### src/design/rwpt_pkg.sv
// Shared types and opcodes for the ranked weighted pick table.
package rwpt_pkg;

  localparam logic [1:0] OP_CLEAR  = 2'd0;
  localparam logic [1:0] OP_INSERT = 2'd1;
  localparam logic [1:0] OP_SAMPLE = 2'd2;

  localparam int CAP_W = 9;

  typedef struct packed {
    logic [4:0]  rank;
    logic [2:0]  loot_type;
    logic [15:0] item_id;
    logic [6:0]  weight_percent;
  } rwpt_entry_t;

  typedef struct packed {
    logic [1:0]  opcode;
    logic [4:0]  rank;
    logic [2:0]  loot_type;
    logic [15:0] item_id;
    logic [6:0]  weight_percent;
    logic [6:0]  random_value;
  } rwpt_in_t;

  typedef struct packed {
    logic        found;
    logic [2:0]  picked_type;
    logic [15:0] picked_item;
    logic        accepted;
  } rwpt_result_t;

endpackage

### src/design/rwpt_ctrl.sv
// Opcode sequencer: insert, clear and the one-entry-per-cycle sample scan.
module rwpt_ctrl #(
  parameter int TABLE_DEPTH = 256,
  parameter int MAX_MATCHES = 32,
  localparam int AW = (TABLE_DEPTH > 1) ? $clog2(TABLE_DEPTH) : 1
) (
  input  logic                      clk,
  input  logic                      rst_n,
  input  logic                      in_valid,
  output logic                      in_ready,
  input  rwpt_pkg::rwpt_in_t        in_item,
  input  logic [rwpt_pkg::CAP_W-1:0] capacity,
  output logic                      wr_en,
  output logic [AW-1:0]             wr_addr,
  output rwpt_pkg::rwpt_entry_t     wr_data,
  output logic                      rd_en,
  output logic [AW-1:0]             rd_addr,
  input  rwpt_pkg::rwpt_entry_t     rd_data,
  output logic                      res_valid,
  input  logic                      res_ready,
  output rwpt_pkg::rwpt_result_t    res
);
  import rwpt_pkg::*;

  localparam int CW = $clog2(TABLE_DEPTH + 1);
  localparam int XW = (CW > CAP_W) ? CW : CAP_W;
  localparam int MW = (MAX_MATCHES > 1) ? $clog2(MAX_MATCHES) : 1;

  localparam logic [1:0] ST_IDLE = 2'd0;
  localparam logic [1:0] ST_SCAN = 2'd1;
  localparam logic [1:0] ST_OUT  = 2'd2;

  logic [1:0]        state_r, state_nxt;
  logic [CW-1:0]     count_r, count_nxt;
  logic [CW-1:0]     addr_r, addr_nxt;
  logic [MW-1:0]     matches_r, matches_nxt;
  logic [4:0]        rank_r, rank_nxt;
  logic signed [7:0] value_r, value_nxt;
  rwpt_result_t      res_r, res_nxt;

  logic              accept;
  logic              room;
  logic              match;
  logic signed [7:0] diff;
  logic              hit;
  logic              limit;
  logic              stop;
  logic              more;

  assign accept = in_valid && (state_r == ST_IDLE);
  assign room   = (XW'(count_r) < XW'(capacity)) && (count_r < CW'(TABLE_DEPTH));
  assign match  = (rd_data.rank == rank_r);
  assign diff   = value_r - $signed({1'b0, rd_data.weight_percent});
  assign hit    = match && diff[7];
  assign limit  = match && !diff[7] && (matches_r == MW'(MAX_MATCHES - 1));
  assign stop   = hit || limit;
  assign more   = (addr_r < count_r);

  assign in_ready  = (state_r == ST_IDLE);
  assign res_valid = (state_r == ST_OUT);
  assign res       = res_r;

  assign wr_en   = accept && (in_item.opcode == OP_INSERT) && room;
  assign wr_addr = count_r[AW-1:0];
  assign wr_data = '{rank: in_item.rank, loot_type: in_item.loot_type,
                     item_id: in_item.item_id, weight_percent: in_item.weight_percent};

  assign rd_addr = (state_r == ST_IDLE) ? '0 : addr_r[AW-1:0];

  always_comb begin
    state_nxt   = state_r;
    count_nxt   = count_r;
    addr_nxt    = addr_r;
    matches_nxt = matches_r;
    rank_nxt    = rank_r;
    value_nxt   = value_r;
    res_nxt     = res_r;
    rd_en       = 1'b0;
    case (state_r)
      ST_IDLE: begin
        if (accept) begin
          res_nxt     = '0;
          rank_nxt    = in_item.rank;
          value_nxt   = $signed({1'b0, in_item.random_value});
          matches_nxt = '0;
          addr_nxt    = CW'(1);
          state_nxt   = ST_OUT;
          case (in_item.opcode)
            OP_CLEAR: begin
              count_nxt = '0;
            end
            OP_INSERT: begin
              if (room) begin
                count_nxt        = count_r + CW'(1);
                res_nxt.accepted = 1'b1;
              end
            end
            OP_SAMPLE: begin
              if (count_r != '0) begin
                rd_en     = 1'b1;
                state_nxt = ST_SCAN;
              end
            end
            default: begin
            end
          endcase
        end
      end
      ST_SCAN: begin
        value_nxt = match ? diff : value_r;
        if (match) begin
          matches_nxt = matches_r + MW'(1);
        end
        if (stop || !more) begin
          state_nxt = ST_OUT;
          if (hit) begin
            res_nxt.found       = 1'b1;
            res_nxt.picked_type = rd_data.loot_type;
            res_nxt.picked_item = rd_data.item_id;
          end
        end else begin
          rd_en    = 1'b1;
          addr_nxt = addr_r + CW'(1);
        end
      end
      ST_OUT: begin
        if (res_ready) begin
          state_nxt = ST_IDLE;
        end
      end
      default: begin
        state_nxt = ST_IDLE;
      end
    endcase
  end

  always_ff @(posedge clk) begin
    if (!rst_n) begin
      state_r <= ST_IDLE;
      count_r <= '0;
    end else begin
      state_r <= state_nxt;
      count_r <= count_nxt;
    end
  end

  always_ff @(posedge clk) begin
    addr_r    <= addr_nxt;
    matches_r <= matches_nxt;
    rank_r    <= rank_nxt;
    value_r   <= value_nxt;
    res_r     <= res_nxt;
  end

  a_count_bound: assert property (@(posedge clk) disable iff (!rst_n)
    count_r <= CW'(TABLE_DEPTH))
    else $error("entry count beyond table depth");

  a_scan_addr: assert property (@(posedge clk) disable iff (!rst_n)
    (state_r == ST_SCAN) |-> (addr_r <= count_r) && (addr_r != '0))
    else $error("scan address outside stored entries");

  a_insert_count: assert property (@(posedge clk) disable iff (!rst_n)
    wr_en |=> (count_r == $past(count_r) + CW'(1)) && res_r.accepted)
    else $error("stored insert did not advance count");

  a_scan_no_write: assert property (@(posedge clk) disable iff (!rst_n)
    (state_r == ST_SCAN) |-> !wr_en && $stable(count_r))
    else $error("table modified during scan");

  a_result_excl: assert property (@(posedge clk) disable iff (!rst_n)
    (state_r == ST_OUT) |-> !(res_r.found && res_r.accepted))
    else $error("result both found and accepted");

endmodule
### config.mk
export PLATFORM = sky130hd
export DESIGN_NAME = rwpt_ctrl
export DESIGN_NICKNAME = d
export VERILOG_FILES = /design/src/design/rwpt_pkg.sv /design/src/design/rwpt_ctrl.sv
export SDC_FILE = /design/constraint.sdc
export NUM_CORES = 1
export LEC_CHECK = 0
export BUFFER_PORTS_ARGS = -buffer_cell sky130_fd_sc_hd__buf_2
export CAP_MARGIN = 20
export CELL_PAD_IN_SITES_DETAIL_PLACEMENT = 0
export CELL_PAD_IN_SITES_GLOBAL_PLACEMENT = 1
export CORE_MARGIN = 2
export CORE_UTILIZATION = 25
export DETAILED_ROUTE_END_ITERATION = 8
export PLACE_DENSITY_LB_ADDON = 0.15
export SLEW_MARGIN = 20
export SYNTH_ARGS = -nofsm -noshare
export SYNTH_HDL_FRONTEND = slang
export SYNTH_SLANG_ARGS = --single-unit
### constraint.sdc
create_clock -name clk -period 4.4 [get_ports clk]
set_input_delay 0.44 -clock clk [delete_from_list [all_inputs] [get_ports clk]]
set_output_delay 0.44 -clock clk [all_outputs]
set_load 0.005 [all_outputs]
# Word-level counts from Yosys, hierarchy flattened

Index checks and enable logic that the tools add are counted.

Bits in read-only memories: 0
Bits in latches: 0
Input bits: 84
Memories kept: 0
Output and inout port bits: 72
Word-level logic and storage cells: 81
Bits in writable memories: 0
Register bits after elaboration: 59

Muxes and demuxes: 29
Magnitude comparators: 3
Add/subtract/negate cells: 4
Equal/unequal tests: 13
Bitwise logic cells: 0
Divide/modulo/power cells: 0
Shifts and indexed selects: 0
Multiply operators: 0
Reductions and logical operators: 22

Operators with widths:

| cell                                         | count |
|---|---|
| two-way mux 20 bit                           | 2 |
| case mux 20 bit (2 select lines)             | 1 |
| case mux 9 bit (2 select lines)              | 2 |
| two-way mux 9 bit                            | 3 |
| two-way mux 8 bit                            | 3 |
| two-way mux 21 bit                           | 1 |
| adder 9 x 1 -> 9 bit (second input constant) | 2 |
| < comparator 9 bit                           | 2 |
| case mux 8 bit (2 select lines)              | 1 |
| two-way mux 2 bit                            | 5 |
| two-way mux 5 bit                            | 2 |
| != test 2 bit (second input constant)        | 5 |
| case mux 5 bit (2 select lines)              | 1 |
| < comparator 9 bit (second input constant)   | 1 |
| AND reduction 3 bit                          | 3 |
| nonzero test 9 bit                           | 1 |
| AND reduction 4 bit                          | 2 |
| subtractor 8 bit                             | 1 |
| logical AND 1 bit                            | 7 |
| two-way mux 1 bit                            | 6 |
| case mux 2 bit (3 select lines)              | 1 |
| adder 5 x 1 -> 5 bit (second input constant) | 1 |
| == test 5 bit                                | 1 |
| == test 5 bit (second input constant)        | 1 |
| 9 further kinds                              | 16 |

# Logic depth before layout (Yosys ltp)

Word-level depth: 8
Mapped depth: 8
Gate-level depth less buffers: 8

# Worst setup path before layout

OpenSTA, ideal clock, no wires.

Kind: input port to flip-flop
From: in rd_data[2] (netlist bit)
To: reg res_r (netlist bit res[10]) (enable)
Setup slack: 0.896 ns
Data required time: 3.972 ns
Library setup time: 0.428 ns
Buffers on the path: 0
Stages on the path: 7
Arrival: 3.076 ns
Path through: inv_1 > ha_1 > o211ai_1 > a21oi_1 > o31a_1 > and2_1 > o31ai_1

Cells in the longest elaborated chain, start to end: 8
Elaborated cells on any way between the ends: 10
Those cells by class: 1 x add/sub; 2 x eq/ne; 7 x reduce/logical

RTL lines:

| what                                     | line             | text |
|---|---|---|
| start, declared                          | rwpt_ctrl.sv:18  | `input rwpt_pkg::rwpt_entry_t rd_data,` |
| subtractor 8 bit (*)                     | rwpt_ctrl.sv:53  | `assign diff = value_r - $signed({1'b0, rd_data.weight_percent});` |
| logical NOT 1 bit                        | rwpt_ctrl.sv:55  | `assign limit = match && !diff[7] && (matches_r == MW'(MAX_MATCHES - 1));` |
| logical AND 1 bit (2 in a row)           | rwpt_ctrl.sv:55  |  |
| logical OR 1 bit                         | rwpt_ctrl.sv:56  | `assign stop = hit \|\| limit;` |
| logical OR 1 bit                         | rwpt_ctrl.sv:114 | `if (stop \|\| !more) begin` |
| != test 2 bit (no source line)           | -                |  |
| AND reduction 4 bit (no source line) (*) | -                |  |
| end signal, assigned                     | rwpt_ctrl.sv:152 | `res_r <= res_nxt;` |
| end, declared                            | rwpt_ctrl.sv:39  | `rwpt_result_t res_r, res_nxt;` |

Mark *: on every way between the ends. The rest lies on a longest branch, timed or not.
A chain may end at the register's enable or synchronous reset.

# Final worst setup path

From: reg state_r[1]
To: out rd_en

Cells in the longest elaborated chain, start to end: 4
Elaborated cells on any way between the ends: 5
Those cells by class: 1 x eq/ne; 2 x mux; 2 x reduce/logical

RTL lines:

| what                                | line                             | text |
|---|---|---|
| start, declared                     | rwpt_ctrl.sv:33                  | `logic [1:0] state_r, state_nxt;` |
| start signal, assigned              | rwpt_ctrl.sv:142                 | `state_r <= state_nxt;` |
| logical NOT 2 bit                   | rwpt_ctrl.sv:50, rwpt_ctrl.sv:79 |  |
| logical AND 1 bit                   | rwpt_ctrl.sv:50                  | `assign accept = in_valid && (state_r == ST_IDLE);` |
| two-way mux 1 bit                   | rwpt_ctrl.sv:81                  | `if (accept) begin` |
| case mux 1 bit (2 select lines) (*) | rwpt_ctrl.sv:79                  | `case (state_r)` |
| end, declared                       | rwpt_ctrl.sv:16                  | `output logic rd_en,` |

Marks and branches as above.

==> flow_summary.json <==
{
  "outcome": "finished, final reports clean",
  "cts_root_buffer": "clkbuf_16",
  "setup_violations": 0,
  "num-fill-cells": 1576,
  "syn-num-nets": 496,
  "post_layout_nonfiller_instances": 642,
  "synth_top_cell_by_area": "edfxtp_1",
  "die_width_microns": 127,
  "ys_seq_area_frac": 0.440,
  "cp_data_required_time_ps": 3960,
  "wl_per_cell_microns": 13.9,
  "start_kind": "flip-flop",
  "ant_nets": 0,
  "io_buffers": 103,
  "synth_top_area_share": 0.382,
  "fin_util": 0.310,
  "placedCellCount": 626,
  "fin_crit_ps": 3030,
  "finalSetupTns_ps": 0,
  "start_util": 0.258,
  "rsz0062_at_grt": "no",
  "grt_max_degree": 31,
  "numCtsBuffers": 9,
  "synthCells": 383,
  "clkSlewWorstSetupHoldPaths_ps": 60,
  "dpl_cell_area_sq_um": 4220,
  "yosys.area_share.simple": 0.185,
  "critPathKind": "flip-flop to output port",
  "htree_levels": 3,
  "design_area_sq_um": 4540,
  "drtIter0Drc": 109,
  "post_cts_resized": 0,
  "cts_tree": "yes",
  "crit_fanout": 30,
  "grt_pass1_wl_microns": 14400,
  "synthAdderAreaFrac": 0.0981,
  "vdd_drop_max_mv": 0.167,
  "synth_top_family_by_area": "simple AND/OR/NAND/NOR gates",
  "gr-total-overflow": 0,
  "ys_async_sr_fraction": 0,
  "clock_latency_ps": 330,
  "grt_pass1_vias": 2799,
  "die_area_sq_um": 16100,
  "gp_congestion": 0.725,
  "core-area_sq_um": 14600,
  "post_cts_buffers": 0,
  "synth_edf_count": 48,
  "syn_to_final_growth_pct": 20.4,
  "synth_area_per_cell_sq_um": 9.86,
  "drtPass1Iterations": 4,
  "cts_buffer_depth": 2,
  "fmax_mhz": 330,
  "slew_violations": 0,
  "drc": 0,
  "hold_viol": 0,
  "fin_crit_sh": 0.690,
  "worst_pin_slew_ps": 965,
  "cp-end-kind": "output port",
  "synth-xor-area-share": 0.0348,
  "arrival_ps": 2590,
  "num_vias": 2871,
  "antenna_found_initial": 0,
  "slew_headroom": 0.357,
  "die_h_microns": 127,
  "yosysMostFrequentCell": "edfxtp_1",
  "drive_gt1_frac": 0.284,
  "cts_hold_buffers": 0,
  "total_leakage_power_nw": 1.95,
  "synth_area_leaders": "edfxtp_1 (38%), ha_1 (9.3%), buf_4 (7.8%), dfxtp_1 (5.8%), and2_1 (3.8%)",
  "ys_ff_latch": 59,
  "nNetsFinal": 566,
  "dp_hpwl_microns": 6730,
  "viasPerCell": 4.47,
  "synth_flop_cell": "edfxtp_1",
  "wirelength_microns": 8920,
  "syn_area_sq_um": 3770,
  "io_pins": 156,
  "diodes": 0,
  "p_per_area_nw_per_um2": 350,
  "cap_violations": 0,
  "fin_skew_ps": 5.40,
  "grt_usage": 0.115,
  "synth_compound_area_frac": 0.120,
  "rows": 44,
  "clkSinkCount": 59,
  "synthMuxAreaShare": 0,
  "ys_warn_count": 0,
  "synth_cell_types": 51,
  "synth_commonest_cells": "edfxtp_1 (48), buf_4 (39), inv_1 (31), ha_1 (28), nor2_1 (28)",
  "min_path_type": "input port to flip-flop"
}
-- logic make-up (layout without fill, tap and decap cells) --
kind of cell / Yosys count / after routing
AND/OR/NAND/NOR: 131 / 131
flip-flops: 59 / 59
adder cells (fa/ha/maj): 29 / 29
buffers and inverters: 79 / 154
XOR/XNOR: 15 / 15
AO/OA/AOI/OAI: 70 / 70
-- sequential cells by signal, indices dropped and copies added (netlist names) --
register,flops
addr_r,9
count_r,9
value_r,8
matches_r,5
res,21
rank_r,5
state_r,2
-- routing by layer --
metal | wire length, microns | GRT usage | up-vias
met3 | 678 | 0.0430 | 16
met4 | 176 | 0.0504 | 0
met2 | 3840 | 0.176 | 94
met1 | 4230 | 0.145 | 1307
met5 | 0 | 0 | -
li1 | - | - | 1454
-- critical path, stage by stage, from the launching register on --
cell      delay (ps)
dfxtp_1          350
nand2b_1         150
buf_4            230
inv_1            580
o211ai_1         210
a211o_1          380
o22ai_1          200
buf_2            150
-- worst paths after layout --
| kind | startpoint | endpoint | slack (ps) | depth (start not counted) |
|---|---|---|---|---|
| hold reg to reg | count_r[0] | count_r[0] | 560 | 1 |
| setup / recovery | state_r[1] | rd_en | 1370 | 7 |
| setup reg to reg | value_r[2] | res[17] | 1730 | 6 |
| hold / removal | in_item[37] | rank_r[4] | 300 | 1 |
-- placed cells by master (no fill, tap or decap), types with 3 or more instances in the layout --
cell type and n:
o21ai_0 20, clkbuf_16 9, o21ai_1 3, clkinv_4 3, or4_1 4, xnor2_1 5, o31ai_1 3, nor2_1 28
and2_1 23, or3_1 3, o21a_1 3, nand2b_1 6, xor2_1 10, o211ai_1 4, nor3b_1 3, buf_2 103
nand4_1 5, a21o_1 3, edfxtp_1 48, and3_1 3, nor3_1 3, dfxtp_1 11, a31oi_1 3, nand2_1 24
ha_1 28, buf_4 3, inv_1 31, a21oi_1 15, nand3_1 10, nor2b_1 13
-- stage by stage --
step / total power, mW / setup WS [ps] / hold WS [ps]
finish: 1.59 / 1370 / 298
global route: 1.67 / 1050 / 292
CTS: 1.62 / 1270 / 284
detailed placement: 0.832 / 1460 / 554
global placement: 0.832 / 1500 / 517
floorplan: 0.777 / 896 / 476
-- layout make-up --
cell class	count	area, sq um	share of cell area
Clock inverter	7	100	0.0220
Sequential cell	59	1660	0.366
Timing Repair Buffer	106	538	0.118
Tap cell	184	230	0.0507
Inverter	32	120	0.0264
Clock buffer	9	225	0.0496
Multi-Input combinational cell	245	1670	0.367
-- power by group --
group	switching [mW]	leakage, nW	internal [mW]	total, mW
clock	0.274	0.160	0.499	0.773
sequential	0.0160	0.561	0.633	0.649
combinational	0.0918	1.23	0.0766	0.168
total	0.382	1.95	1.21	1.59
No activity file was read; power rests on OpenSTA's default activity.
